[src/sv/xpu_pkg.sv]
// Shared constants, queue entry type and byte select helpers for the
// XOR payload unscrambler. No dependencies; every other file imports it.
package xpu_pkg;

  // Sizing of the stream state
  localparam int MAX_HEADERS    = 16;
  localparam int HEADER_SKIP    = 18;
  localparam int KEY_BYTES      = 12;
  localparam int MAX_NAME_BYTES = 24;

  // Bytes actually held by the name and key registers
  localparam int NAME_STORED = 24;
  localparam int KEY_STORED  = 12;

  localparam int RAW_W      = 32;
  localparam int SLOT_W     = $clog2(MAX_HEADERS + 1);
  localparam int SLOT_IDX_W = (MAX_HEADERS > 1) ? $clog2(MAX_HEADERS) : 1;
  localparam int SKIP_W     = $clog2(HEADER_SKIP + 1);
  localparam int KEY_IDX_W  = (KEY_BYTES > 1) ? $clog2(KEY_BYTES) : 1;
  localparam int NAME_LEN_W = 5;
  localparam int NAME_IDX_W = 5;
  localparam int CHARS_W    = 5;
  localparam logic [CHARS_W-1:0] CHARS_MAX = '1;
  localparam logic [RAW_W-1:0]   RAW_MAX   = '1;

  // Configuration port
  localparam int CFG_INDEX_W = 3;
  localparam int CFG_DATA_W  = 64;
  localparam logic [CFG_INDEX_W-1:0] REG_NAME_LENGTH     = 3'd0;
  localparam logic [CFG_INDEX_W-1:0] REG_NAME_BYTES_LOW  = 3'd1;
  localparam logic [CFG_INDEX_W-1:0] REG_NAME_BYTES_MID  = 3'd2;
  localparam logic [CFG_INDEX_W-1:0] REG_NAME_BYTES_HIGH = 3'd3;
  localparam logic [CFG_INDEX_W-1:0] REG_KEY_BYTES_LOW   = 3'd4;
  localparam logic [CFG_INDEX_W-1:0] REG_KEY_BYTES_HIGH  = 3'd5;

  // Input commands
  localparam logic [1:0] CMD_CLEAR = 2'd0;
  localparam logic [1:0] CMD_LOAD  = 2'd1;
  localparam logic [1:0] CMD_DATA  = 2'd2;

  // Result kinds
  localparam logic KIND_PAYLOAD = 1'b0;
  localparam logic KIND_NAME    = 1'b1;

  // Decoupling queue
  localparam int Q_DEPTH = 4;
  localparam int Q_PTR_W = $clog2(Q_DEPTH);
  localparam int Q_CNT_W = $clog2(Q_DEPTH + 1);

  // One kept byte: optional name character, then the payload byte
  typedef struct packed {
    logic       has_name;
    logic [7:0] name_char;
    logic [7:0] pay_byte;
  } entry_t;

  // Scrambled name byte i, zero beyond the stored bytes
  function automatic logic [7:0] name_byte(input logic [NAME_STORED*8-1:0] names,
                                           input logic [NAME_IDX_W-1:0]    i);
    logic [7:0] b;
    b = 8'h00;
    if (32'(i) < NAME_STORED) b = names[{i, 3'b000} +: 8];
    return b;
  endfunction

  // Key byte i, zero beyond the stored bytes
  function automatic logic [7:0] key_byte(input logic [KEY_STORED*8-1:0] keys,
                                          input logic [KEY_IDX_W-1:0]    i);
    logic [7:0] b;
    b = 8'h00;
    if (32'(i) < KEY_STORED) b = keys[{i, 3'b000} +: 8];
    return b;
  endfunction

endpackage

[src/sv/xpu_front.sv]
// Front end: configuration registers, offset table and stream counters.
// Classifies each accepted item and pushes kept bytes to the queue. Uses xpu_pkg.
module xpu_front (
  input  logic                               clk,
  input  logic                               rst,
  input  logic                               cfg_valid,
  input  logic [xpu_pkg::CFG_INDEX_W-1:0]    cfg_index,
  input  logic [xpu_pkg::CFG_DATA_W-1:0]     cfg_data,
  input  logic                               item_valid,
  output logic                               item_stall,
  input  logic [1:0]                         command,
  input  logic [31:0]                        offset_value,
  input  logic [7:0]                         data_byte,
  input  logic                               q_full,
  output logic                               push,
  output xpu_pkg::entry_t                    push_entry
);
  import xpu_pkg::*;

  // Configuration registers
  logic [NAME_LEN_W-1:0]    name_length;
  logic [NAME_STORED*8-1:0] name_bytes;
  logic [KEY_STORED*8-1:0]  key_bytes;

  // Stream state
  logic [RAW_W-1:0]      offset_table [MAX_HEADERS];
  logic [SLOT_W-1:0]     offsets_loaded;
  logic [SLOT_W-1:0]     next_offset_slot;
  logic [RAW_W-1:0]      raw_position;
  logic [SKIP_W-1:0]     skip_left;
  logic [NAME_IDX_W-1:0] name_key_index;
  logic [CHARS_W-1:0]    name_chars_out;
  logic [KEY_IDX_W-1:0]  key_pos;

  logic                  accept;
  logic                  kept;
  logic [NAME_LEN_W-1:0] eff_len;
  logic                  name_hit;
  logic [KEY_IDX_W-1:0]  key_sel;
  logic [NAME_IDX_W-1:0] pay_idx;
  logic [RAW_W-1:0]      raw_next;
  logic                  hdr_hit;

  assign item_stall = q_full;
  assign accept     = item_valid && !q_full;
  assign kept       = accept && (command == CMD_DATA) && (skip_left == '0);

  // Clamp the name length to the usable range
  always_comb begin
    eff_len = name_length;
    if (name_length == '0) begin
      eff_len = NAME_LEN_W'(1);
    end else if (32'(name_length) > MAX_NAME_BYTES) begin
      eff_len = NAME_LEN_W'(MAX_NAME_BYTES);
    end
  end

  // Classify the byte and form both results
  assign name_hit = raw_position < RAW_W'(eff_len);
  assign key_sel  = name_chars_out[0] ? key_pos : (KEY_IDX_W'(KEY_BYTES - 1) - key_pos);
  assign pay_idx  = (name_key_index >= NAME_IDX_W'(eff_len)) ? '0 : name_key_index;
  assign raw_next = (raw_position == RAW_MAX) ? raw_position : raw_position + RAW_W'(1);
  assign hdr_hit  = (next_offset_slot < offsets_loaded) &&
                    (raw_next == offset_table[next_offset_slot[SLOT_IDX_W-1:0]]);

  assign push                 = kept;
  assign push_entry.has_name  = name_hit;
  assign push_entry.name_char = name_byte(name_bytes, raw_position[NAME_IDX_W-1:0]) ^
                                key_byte(key_bytes, key_sel);
  assign push_entry.pay_byte  = data_byte ^ name_byte(name_bytes, pay_idx);

  // Configuration writes
  always_ff @(posedge clk) begin
    if (rst) begin
      name_length <= NAME_LEN_W'(1);
      name_bytes  <= '0;
      key_bytes   <= '0;
    end else if (cfg_valid) begin
      case (cfg_index)
        REG_NAME_LENGTH:     name_length       <= cfg_data[NAME_LEN_W-1:0];
        REG_NAME_BYTES_LOW:  name_bytes[63:0]   <= cfg_data;
        REG_NAME_BYTES_MID:  name_bytes[127:64] <= cfg_data;
        REG_NAME_BYTES_HIGH: name_bytes[191:128] <= cfg_data;
        REG_KEY_BYTES_LOW:   key_bytes[63:0]    <= cfg_data;
        REG_KEY_BYTES_HIGH:  key_bytes[95:64]   <= cfg_data[31:0];
        default: ;
      endcase
    end
  end

  // Offset table: written in load order, read only below the fill count
  always_ff @(posedge clk) begin
    if (accept && (command == CMD_LOAD) && (32'(offsets_loaded) < MAX_HEADERS)) begin
      offset_table[offsets_loaded[SLOT_IDX_W-1:0]] <= offset_value;
    end
  end

  // Counters
  always_ff @(posedge clk) begin
    if (rst) begin
      offsets_loaded   <= '0;
      next_offset_slot <= '0;
      raw_position     <= '0;
      skip_left        <= '0;
      name_key_index   <= '0;
      name_chars_out   <= '0;
      key_pos          <= '0;
    end else if (accept) begin
      unique case (command)
        CMD_CLEAR: begin
          offsets_loaded   <= '0;
          next_offset_slot <= '0;
          raw_position     <= '0;
          skip_left        <= '0;
          name_key_index   <= '0;
          name_chars_out   <= '0;
          key_pos          <= '0;
        end
        CMD_LOAD: begin
          if (32'(offsets_loaded) < MAX_HEADERS) begin
            offsets_loaded <= offsets_loaded + SLOT_W'(1);
          end
        end
        CMD_DATA: begin
          raw_position <= raw_next;
          if (skip_left != '0) begin
            // drop a header byte
            skip_left <= skip_left - SKIP_W'(1);
          end else begin
            name_key_index <= pay_idx + NAME_IDX_W'(1);
            if (name_hit && (name_chars_out != CHARS_MAX)) begin
              name_chars_out <= name_chars_out + CHARS_W'(1);
              key_pos <= (key_pos == KEY_IDX_W'(KEY_BYTES - 1)) ? '0 :
                         key_pos + KEY_IDX_W'(1);
            end
            if (hdr_hit) begin
              skip_left        <= SKIP_W'(HEADER_SKIP);
              next_offset_slot <= next_offset_slot + SLOT_W'(1);
            end
          end
        end
        default: ;
      endcase
    end
  end

endmodule

[src/sv/xpu_queue.sv]
// Short show-ahead queue between the front and back ends.
// Holds kept-byte entries; depends on xpu_pkg for the entry type.
module xpu_queue (
  input  logic            clk,
  input  logic            rst,
  input  logic            push,
  input  xpu_pkg::entry_t push_entry,
  output logic            full,
  input  logic            pop,
  output logic            head_valid,
  output xpu_pkg::entry_t head
);
  import xpu_pkg::*;

  entry_t             slots [Q_DEPTH];
  logic [Q_PTR_W-1:0] wr_ptr;
  logic [Q_PTR_W-1:0] rd_ptr;
  logic [Q_CNT_W-1:0] count;

  assign full       = (32'(count) == Q_DEPTH);
  assign head_valid = (count != '0);
  assign head       = slots[rd_ptr];

  // Store pushed entries
  always_ff @(posedge clk) begin
    if (push) begin
      slots[wr_ptr] <= push_entry;
    end
  end

  // Advance pointers and occupancy
  always_ff @(posedge clk) begin
    if (rst) begin
      wr_ptr <= '0;
      rd_ptr <= '0;
      count  <= '0;
    end else begin
      if (push) wr_ptr <= wr_ptr + Q_PTR_W'(1);
      if (pop)  rd_ptr <= rd_ptr + Q_PTR_W'(1);
      if (push && !pop) begin
        count <= count + Q_CNT_W'(1);
      end else if (pop && !push) begin
        count <= count - Q_CNT_W'(1);
      end
    end
  end

endmodule

[src/sv/xpu_back.sv]
// Back end: expands each queue entry into one or two result transfers
// through a single output register. Depends on xpu_pkg.
module xpu_back (
  input  logic            clk,
  input  logic            rst,
  input  logic            head_valid,
  input  xpu_pkg::entry_t head,
  output logic            pop,
  output logic            result_valid,
  input  logic            result_stall,
  output logic            kind,
  output logic [7:0]      value,
  output logic            last_of_run
);
  import xpu_pkg::*;

  logic load;
  logic name_done;
  logic send_name;

  // Output register free or emptying this cycle
  assign load      = !result_valid || !result_stall;
  assign send_name = head.has_name && !name_done;
  assign pop       = load && head_valid && !send_name;

  // Control: output valid and name phase
  always_ff @(posedge clk) begin
    if (rst) begin
      result_valid <= 1'b0;
      name_done    <= 1'b0;
    end else if (load) begin
      result_valid <= head_valid;
      if (head_valid) begin
        name_done <= send_name;
      end
    end
  end

  // Payload: name character first, then the payload byte
  always_ff @(posedge clk) begin
    if (load && head_valid) begin
      if (send_name) begin
        kind        <= KIND_NAME;
        value       <= head.name_char;
        last_of_run <= 1'b0;
      end else begin
        kind        <= KIND_PAYLOAD;
        value       <= head.pay_byte;
        last_of_run <= 1'b1;
      end
    end
  end

endmodule

[src/sv/xor_payload_unscrambler.sv]
// Top level of the XOR payload unscrambler: front end, queue and back end.
// Depends on xpu_pkg, xpu_front, xpu_queue and xpu_back.
//
// Accepts one input item per clock cycle when the queue has room: clear,
// load header offset, or a raw payload byte. Each kept payload byte gives
// one result, or two (name character, then payload byte) when its raw
// position lies below the name length; the single output register sends
// one result per cycle unless stalled, so such a byte occupies the output
// for both results and the four-entry queue absorbs the difference.
// Dropped header bytes, loads and clears give no result. Configuration
// writes are always taken (cfg_ready held high); the user must issue them
// only while the block is idle, which the block itself does not enforce.
module xor_payload_unscrambler (
  input  logic                            clk,
  input  logic                            rst,
  input  logic                            cfg_valid,
  output logic                            cfg_ready,
  input  logic [xpu_pkg::CFG_INDEX_W-1:0] cfg_index,
  input  logic [xpu_pkg::CFG_DATA_W-1:0]  cfg_data,
  input  logic                            item_valid,
  output logic                            item_stall,
  input  logic [1:0]                      command,
  input  logic [31:0]                     offset_value,
  input  logic [7:0]                      data_byte,
  output logic                            result_valid,
  input  logic                            result_stall,
  output logic                            kind,
  output logic [7:0]                      value,
  output logic                            last_of_run
);
  import xpu_pkg::*;

  logic   push;
  entry_t push_entry;
  logic   q_full;
  logic   pop;
  logic   head_valid;
  entry_t head;

  assign cfg_ready = 1'b1;

  xpu_front u_front (
    .clk          (clk),
    .rst          (rst),
    .cfg_valid    (cfg_valid),
    .cfg_index    (cfg_index),
    .cfg_data     (cfg_data),
    .item_valid   (item_valid),
    .item_stall   (item_stall),
    .command      (command),
    .offset_value (offset_value),
    .data_byte    (data_byte),
    .q_full       (q_full),
    .push         (push),
    .push_entry   (push_entry)
  );

  xpu_queue u_queue (
    .clk        (clk),
    .rst        (rst),
    .push       (push),
    .push_entry (push_entry),
    .full       (q_full),
    .pop        (pop),
    .head_valid (head_valid),
    .head       (head)
  );

  xpu_back u_back (
    .clk          (clk),
    .rst          (rst),
    .head_valid   (head_valid),
    .head         (head),
    .pop          (pop),
    .result_valid (result_valid),
    .result_stall (result_stall),
    .kind         (kind),
    .value        (value),
    .last_of_run  (last_of_run)
  );

endmodule

[config.mk]
export PLATFORM = sky130hd
export DESIGN_NAME = xor_payload_unscrambler
export DESIGN_NICKNAME = d
export VERILOG_FILES = /design/src/sv/xpu_pkg.sv /design/src/sv/xpu_front.sv /design/src/sv/xpu_queue.sv /design/src/sv/xpu_back.sv /design/src/sv/xor_payload_unscrambler.sv
export SDC_FILE = /design/constraint.sdc
export NUM_CORES = 1
export LEC_CHECK = 0
export ABC_AREA = 1
export BUFFER_PORTS_ARGS = -buffer_cell sky130_fd_sc_hd__buf_2
export CAP_MARGIN = 20
export CORE_MARGIN = 5
export CORE_UTILIZATION = 56
export DETAILED_ROUTE_END_ITERATION = 10
export GPL_ROUTABILITY_DRIVEN = 0
export PLACE_DENSITY_LB_ADDON = 0.05
export SLEW_MARGIN = 20
export SYNTH_ARGS = -nofsm -noshare
export SYNTH_HDL_FRONTEND = slang
export SYNTH_SLANG_ARGS = --single-unit
[constraint.sdc]
create_clock -name clk -period 3.05 [get_ports clk]
set_input_delay 0.1525 -clock clk [delete_from_list [all_inputs] [get_ports clk]]
set_output_delay 0.1525 -clock clk [all_outputs]
set_load 0.01 [all_outputs]
==> reports/summary.md <==
• completed — run status
• 599 nW/um2 — pwr dens
• 40.9% — Clk network pwr share
• 129 — largest net degree at the start of global routing
• 0% — share of synthesized registers carrying an async set or reset
• 0.0269 ns — worst hold margin
• 27.2% — normalized max-slew margin
• flop — CP endpoint kind
• 2.89 ns — min cycle time layout
• ha_1 -> inv_2 -> nor2_1 -> nand2_2 -> inv_1 -> nand2_1 -> nor2_1 -> nand3_1 -> nand3_1 -> nand3_1 -> nor2_1 -> nand2_1 -> nor2_2 -> nand2_1 -> nand2_2 -> nand2_2 -> nand2_1 -> a21oi_1 — cell chain of the critical path
• simple AND/OR/NAND/NOR gates — delay-heaviest family, CP
• 0.0421 ns — worst clock skew
• 43100 um2 — area of the mapped netlist
• 98 — Num CTS Buffers
• 0 — Max-cap violations
• 0 — final hold violation count
• 6007 — placed cell count
• 0.68 ns — clk_lat worst skew
• 3 — H-tree lvl count
• sky130_fd_sc_hd__edfxtp_1 — most instantiated flip-flop cell in the synthesis netlist
• 0.159 ns — final setup margin
• 0.178 ns — setup slack after placement
• 82600 um2 — floorplan die area
• 101 — number of standard-cell rows in the floorplan
• 959 — Yosys reg bits
• 47.9% — share of power burned in registers
• flop — nature of the critical path startpoint
• 76100 um2 — core area
• 0.34 ns — longest individual stage delay on the worst path
• data_byte[4] — start point of the worst min-delay path
• 959 — number of sinks on the clock net
• sky130_fd_sc_hd__nand2_1 — most repeated library cell on the critical path
• 4997 — post-synthesis cell count
• 0.0193 uW — leakage
• 94.8% — Final Cycle Share
• 3 — cell depth of the worst min-delay path
• 7610 uW — switching power
• 33779 — vias in the first global route
• 16.4% — Area growth, synth to finish
• 31.2% — overall track demand over capacity in global routing
• 287 um — Vert. Die Dim
• 83000 um — Post-DP HPWL
• 22400 uW — Internal Pwr Total
• 5.74 — vias per inst
• 125 — Port Buffers
• 2 — number of antenna violations at the first check in global routing
• 3.41 ns — endpoint arrival time on the critical path
• 3.57 ns — Critical Path RT
• 6292 — final cell count without fillers
• 0.476 mV — worst supply voltage drop on vdd
• 0 — final-report setup violation count
• 0 — global-route congestion overflow total
• 20.9 um — final routed wire length divided by cell count
• 346 MHz — highest clock rate
• 47 — number of distinct library cell variants in the gate-level netlist after synthesis
• 0 — ANT nets after route
• 18 — depth of the worst register-to-register path
• 5322 — number of nets in the finished design
• 25.3% — Sw Share
• 590 — EDFF count, synth
• 3 — CTS max path bufs
• 287 um — horizontal extent of the die
• 11.2% — combinational share of power
• built — TritonCTS clock tree
• 0.06 ns — CTS clk-pin slew, worst paths
• u_queue.slots[2][4]$_DFFE_PP_ — endpoint with the worst hold slack
• no — unrepaired setup endpoints after global routing
• 5142 — net count after synthesis
• 56.6% — starting utilization of the core area
• 199000 um — wire length of the first global-routing pass
• 127 — num ports
• 36102 — number of vias after detailed routing
• 6 — Worst Path Max Fanout
• 0 — number of warnings reported in the yosys synthesis log
• 2 — worst path bufs/invs
• sky130_fd_sc_hd__clkbuf_16 — master cell of the clock root buffer
• flop to flop — kind of critical path
• 58.3% — sequential element share of the synthesized area
• 6 — TritonRoute pass-1 iters
• 0 — post-route DRC violation count
• 0 — Max Slew Vio Count
• u_front.raw_position[1]$_SDFFE_PP0P_ — reg2reg start
• 132000 um — wire length reported by the detailed router
• primary input to flop — Tightest Hold Check Type
• 8.62 um2 — Mean Syn Cell Area
• 9.56% — ratio of cells with drive above 1 in the final layout
• 1.09 ns — slew at the pin closest to its max-slew limit
• 0 ns — Setup Total Neg Slack
• 0.16 ns — worst reg-to-reg setup slack
• sky130_fd_sc_hd__dfxtp_2 — Worst path slowest cell
• 3679 — DRT iter0 DRCs
-- Yosys cell counts, types with 5 or more instances --
cell type	instances	area share [%]
sky130_fd_sc_hd__clkinv_1	8	0.070
sky130_fd_sc_hd__a31oi_1	9	0.13
sky130_fd_sc_hd__ha_1	30	0.87
sky130_fd_sc_hd__nor2_1	779	6.8
sky130_fd_sc_hd__o221ai_1	21	0.43
sky130_fd_sc_hd__a21oi_1	179	2.1
sky130_fd_sc_hd__nand3_1	663	7.7
sky130_fd_sc_hd__o21bai_1	5	0.087
sky130_fd_sc_hd__inv_1	206	1.8
sky130_fd_sc_hd__nand2_2	9	0.13
sky130_fd_sc_hd__nor3_1	5	0.058
sky130_fd_sc_hd__o21ai_0	498	5.8
sky130_fd_sc_hd__nand2_1	1148	10
sky130_fd_sc_hd__clkbuf_1	218	1.9
sky130_fd_sc_hd__xnor2_1	8	0.16
sky130_fd_sc_hd__o211ai_1	24	0.42
sky130_fd_sc_hd__edfxtp_1	590	41
sky130_fd_sc_hd__xor2_1	18	0.37
sky130_fd_sc_hd__dfxtp_1	369	17
sky130_fd_sc_hd__a221oi_1	8	0.16
sky130_fd_sc_hd__o22ai_1	46	0.67
sky130_fd_sc_hd__nand4_1	15	0.22
sky130_fd_sc_hd__nor4_1	7	0.10
sky130_fd_sc_hd__buf_1	26	0.23
sky130_fd_sc_hd__buf_2	65	0.76
sky130_fd_sc_hd__inv_2	5	0.044
-- tightest hold or removal path: stages --
cell	delay, ns
sky130_fd_sc_hd__buf_2	0.14
sky130_fd_sc_hd__nand3_1	0.08
sky130_fd_sc_hd__nand2_1	0.17
-- placed cells by master (no fill, tap or decap), types with 9 or more instances in the layout --
master / n
sky130_fd_sc_hd__o211ai_1: 24
sky130_fd_sc_hd__o21ai_0: 498
sky130_fd_sc_hd__a31oi_1: 9
sky130_fd_sc_hd__dfxtp_1: 363
sky130_fd_sc_hd__clkbuf_1: 21
sky130_fd_sc_hd__nor2_1: 759
sky130_fd_sc_hd__bufinv_16: 10
sky130_fd_sc_hd__buf_2: 125
sky130_fd_sc_hd__clkbuf_8: 11
sky130_fd_sc_hd__o221ai_1: 21
sky130_fd_sc_hd__buf_12: 48
sky130_fd_sc_hd__nand3_1: 661
sky130_fd_sc_hd__ha_1: 30
sky130_fd_sc_hd__buf_4: 121
sky130_fd_sc_hd__nand4_1: 15
sky130_fd_sc_hd__nand2_2: 9
sky130_fd_sc_hd__nand2_1: 1148
sky130_fd_sc_hd__clkinv_2: 15
sky130_fd_sc_hd__xor2_1: 17
sky130_fd_sc_hd__a21oi_1: 179
sky130_fd_sc_hd__edfxtp_1: 590
sky130_fd_sc_hd__o22ai_1: 46
sky130_fd_sc_hd__dlygate4sd3_1: 99
sky130_fd_sc_hd__inv_1: 202
sky130_fd_sc_hd__clkbuf_16: 99
sky130_fd_sc_hd__nor2_4: 19
sky130_fd_sc_hd__clkinv_1: 22
-- kinds of logic after synthesis --
logic type | share of synthesized area [%]
adders and majority gates | 0.918
DFF | 58.3
other | 0.00871
buffers and inverters | 4.90
and+or+nand+nor | 25.3
AOI/OAI and AO/OA | 10.1
xor gates and xnor gates | 0.529
-- power by group through the flow --
stage	Combinational, uW	Sequential, uW	Clock [uW]
3_3_place_gp	3170	14700	0
5_1_grt	3660	14400	13000
4_1_cts	3320	14400	12400
3_5_place_dp	3210	14700	0
2_1_floorplan	1800	14700	0
6_report	3350	14400	12300
-- timing repair --
action | CTS | global route
buffers inserted | 0 | 0
endpoints found under the hold margin | 813 | 0
hold buffers | 99 | 0
setup endpoints to repair | 0 | 15
resized for setup | 0 | 3
-- final cells by class --
| type | instances | area, um2 |
|---|---|---|
| Clock buffer | 131 | 2710 |
| Timing Repair Buffer | 394 | 3500 |
| Clock inverter | 53 | 647 |
| Tap cell | 1030 | 1290 |
| Multi-Input combinational cell | 3505 | 16000 |
| Sequential cell | 959 | 25100 |
| Inverter | 219 | 837 |
| Fill cell | 6329 | 25900 |
| Antenna cell | 1 | 2.50 |
-- worst max path at each step --
stage / from / endpoint / slack (ns) / cells past startpoint
after floorplan: u_front.name_key_index[0]$_SDFFE_PP0P_ / u_queue.slots[0][4]$_DFFE_PP_ / 0.10 / 18
after global placement: u_front.raw_position[0]$_SDFFE_PP0P_ / flop / 0.23 / 17
after detailed placement: u_front.raw_position[1]$_SDFFE_PP0P_ / flop / 0.18 / 17
after CTS: u_front.raw_position[1]$_SDFFE_PP0P_ / flop / 0.16 / 20
after global routing: u_front.raw_position[0]$_SDFFE_PP0P_ / flop / 0.01 / 18
final: u_front.raw_position[1]$_SDFFE_PP0P_ / flop / 0.16 / 18
-- sequential cells by signal, summed over array words and instances (netlist names), 3 cells and up, named ones only --
| name | cells |
|---|---|
| u_front.offset_table | 512 |
| u_front.name_bytes | 192 |
| u_front.key_bytes | 96 |
| u_queue.slots | 68 |
| u_front.raw_position | 32 |
| u_back.value | 8 |
| u_front.name_chars_out | 5 |
| u_front.name_key_index | 5 |
| u_front.name_length | 5 |
| u_front.next_offset_slot | 5 |
| u_front.offsets_loaded | 5 |
| u_front.skip_left | 5 |
| u_front.key_pos | 4 |
| u_queue.count | 3 |
-- metal layers --
layer  global-route usage, %  vias up  wire (um)
met1                    39.2    16947      51000
met5                       0        -         12
met2                    52.0     1464      62800
li1                        -    17295          -
met4                    18.9        2       9600
met3                    3.91      394       8200
-- through the flow --
step                total power, uW  utilization (%)  instance area, um2
floorplan                     16500                -               43100
CTS                           30200             65.9               50100
finish                        30100             65.9               50100
global placement              17800             60.2               45800
global route                  31100             65.9               50100
detailed placement            17900             60.2               45800
Note: power is estimated with default switching activity, not from simulation.
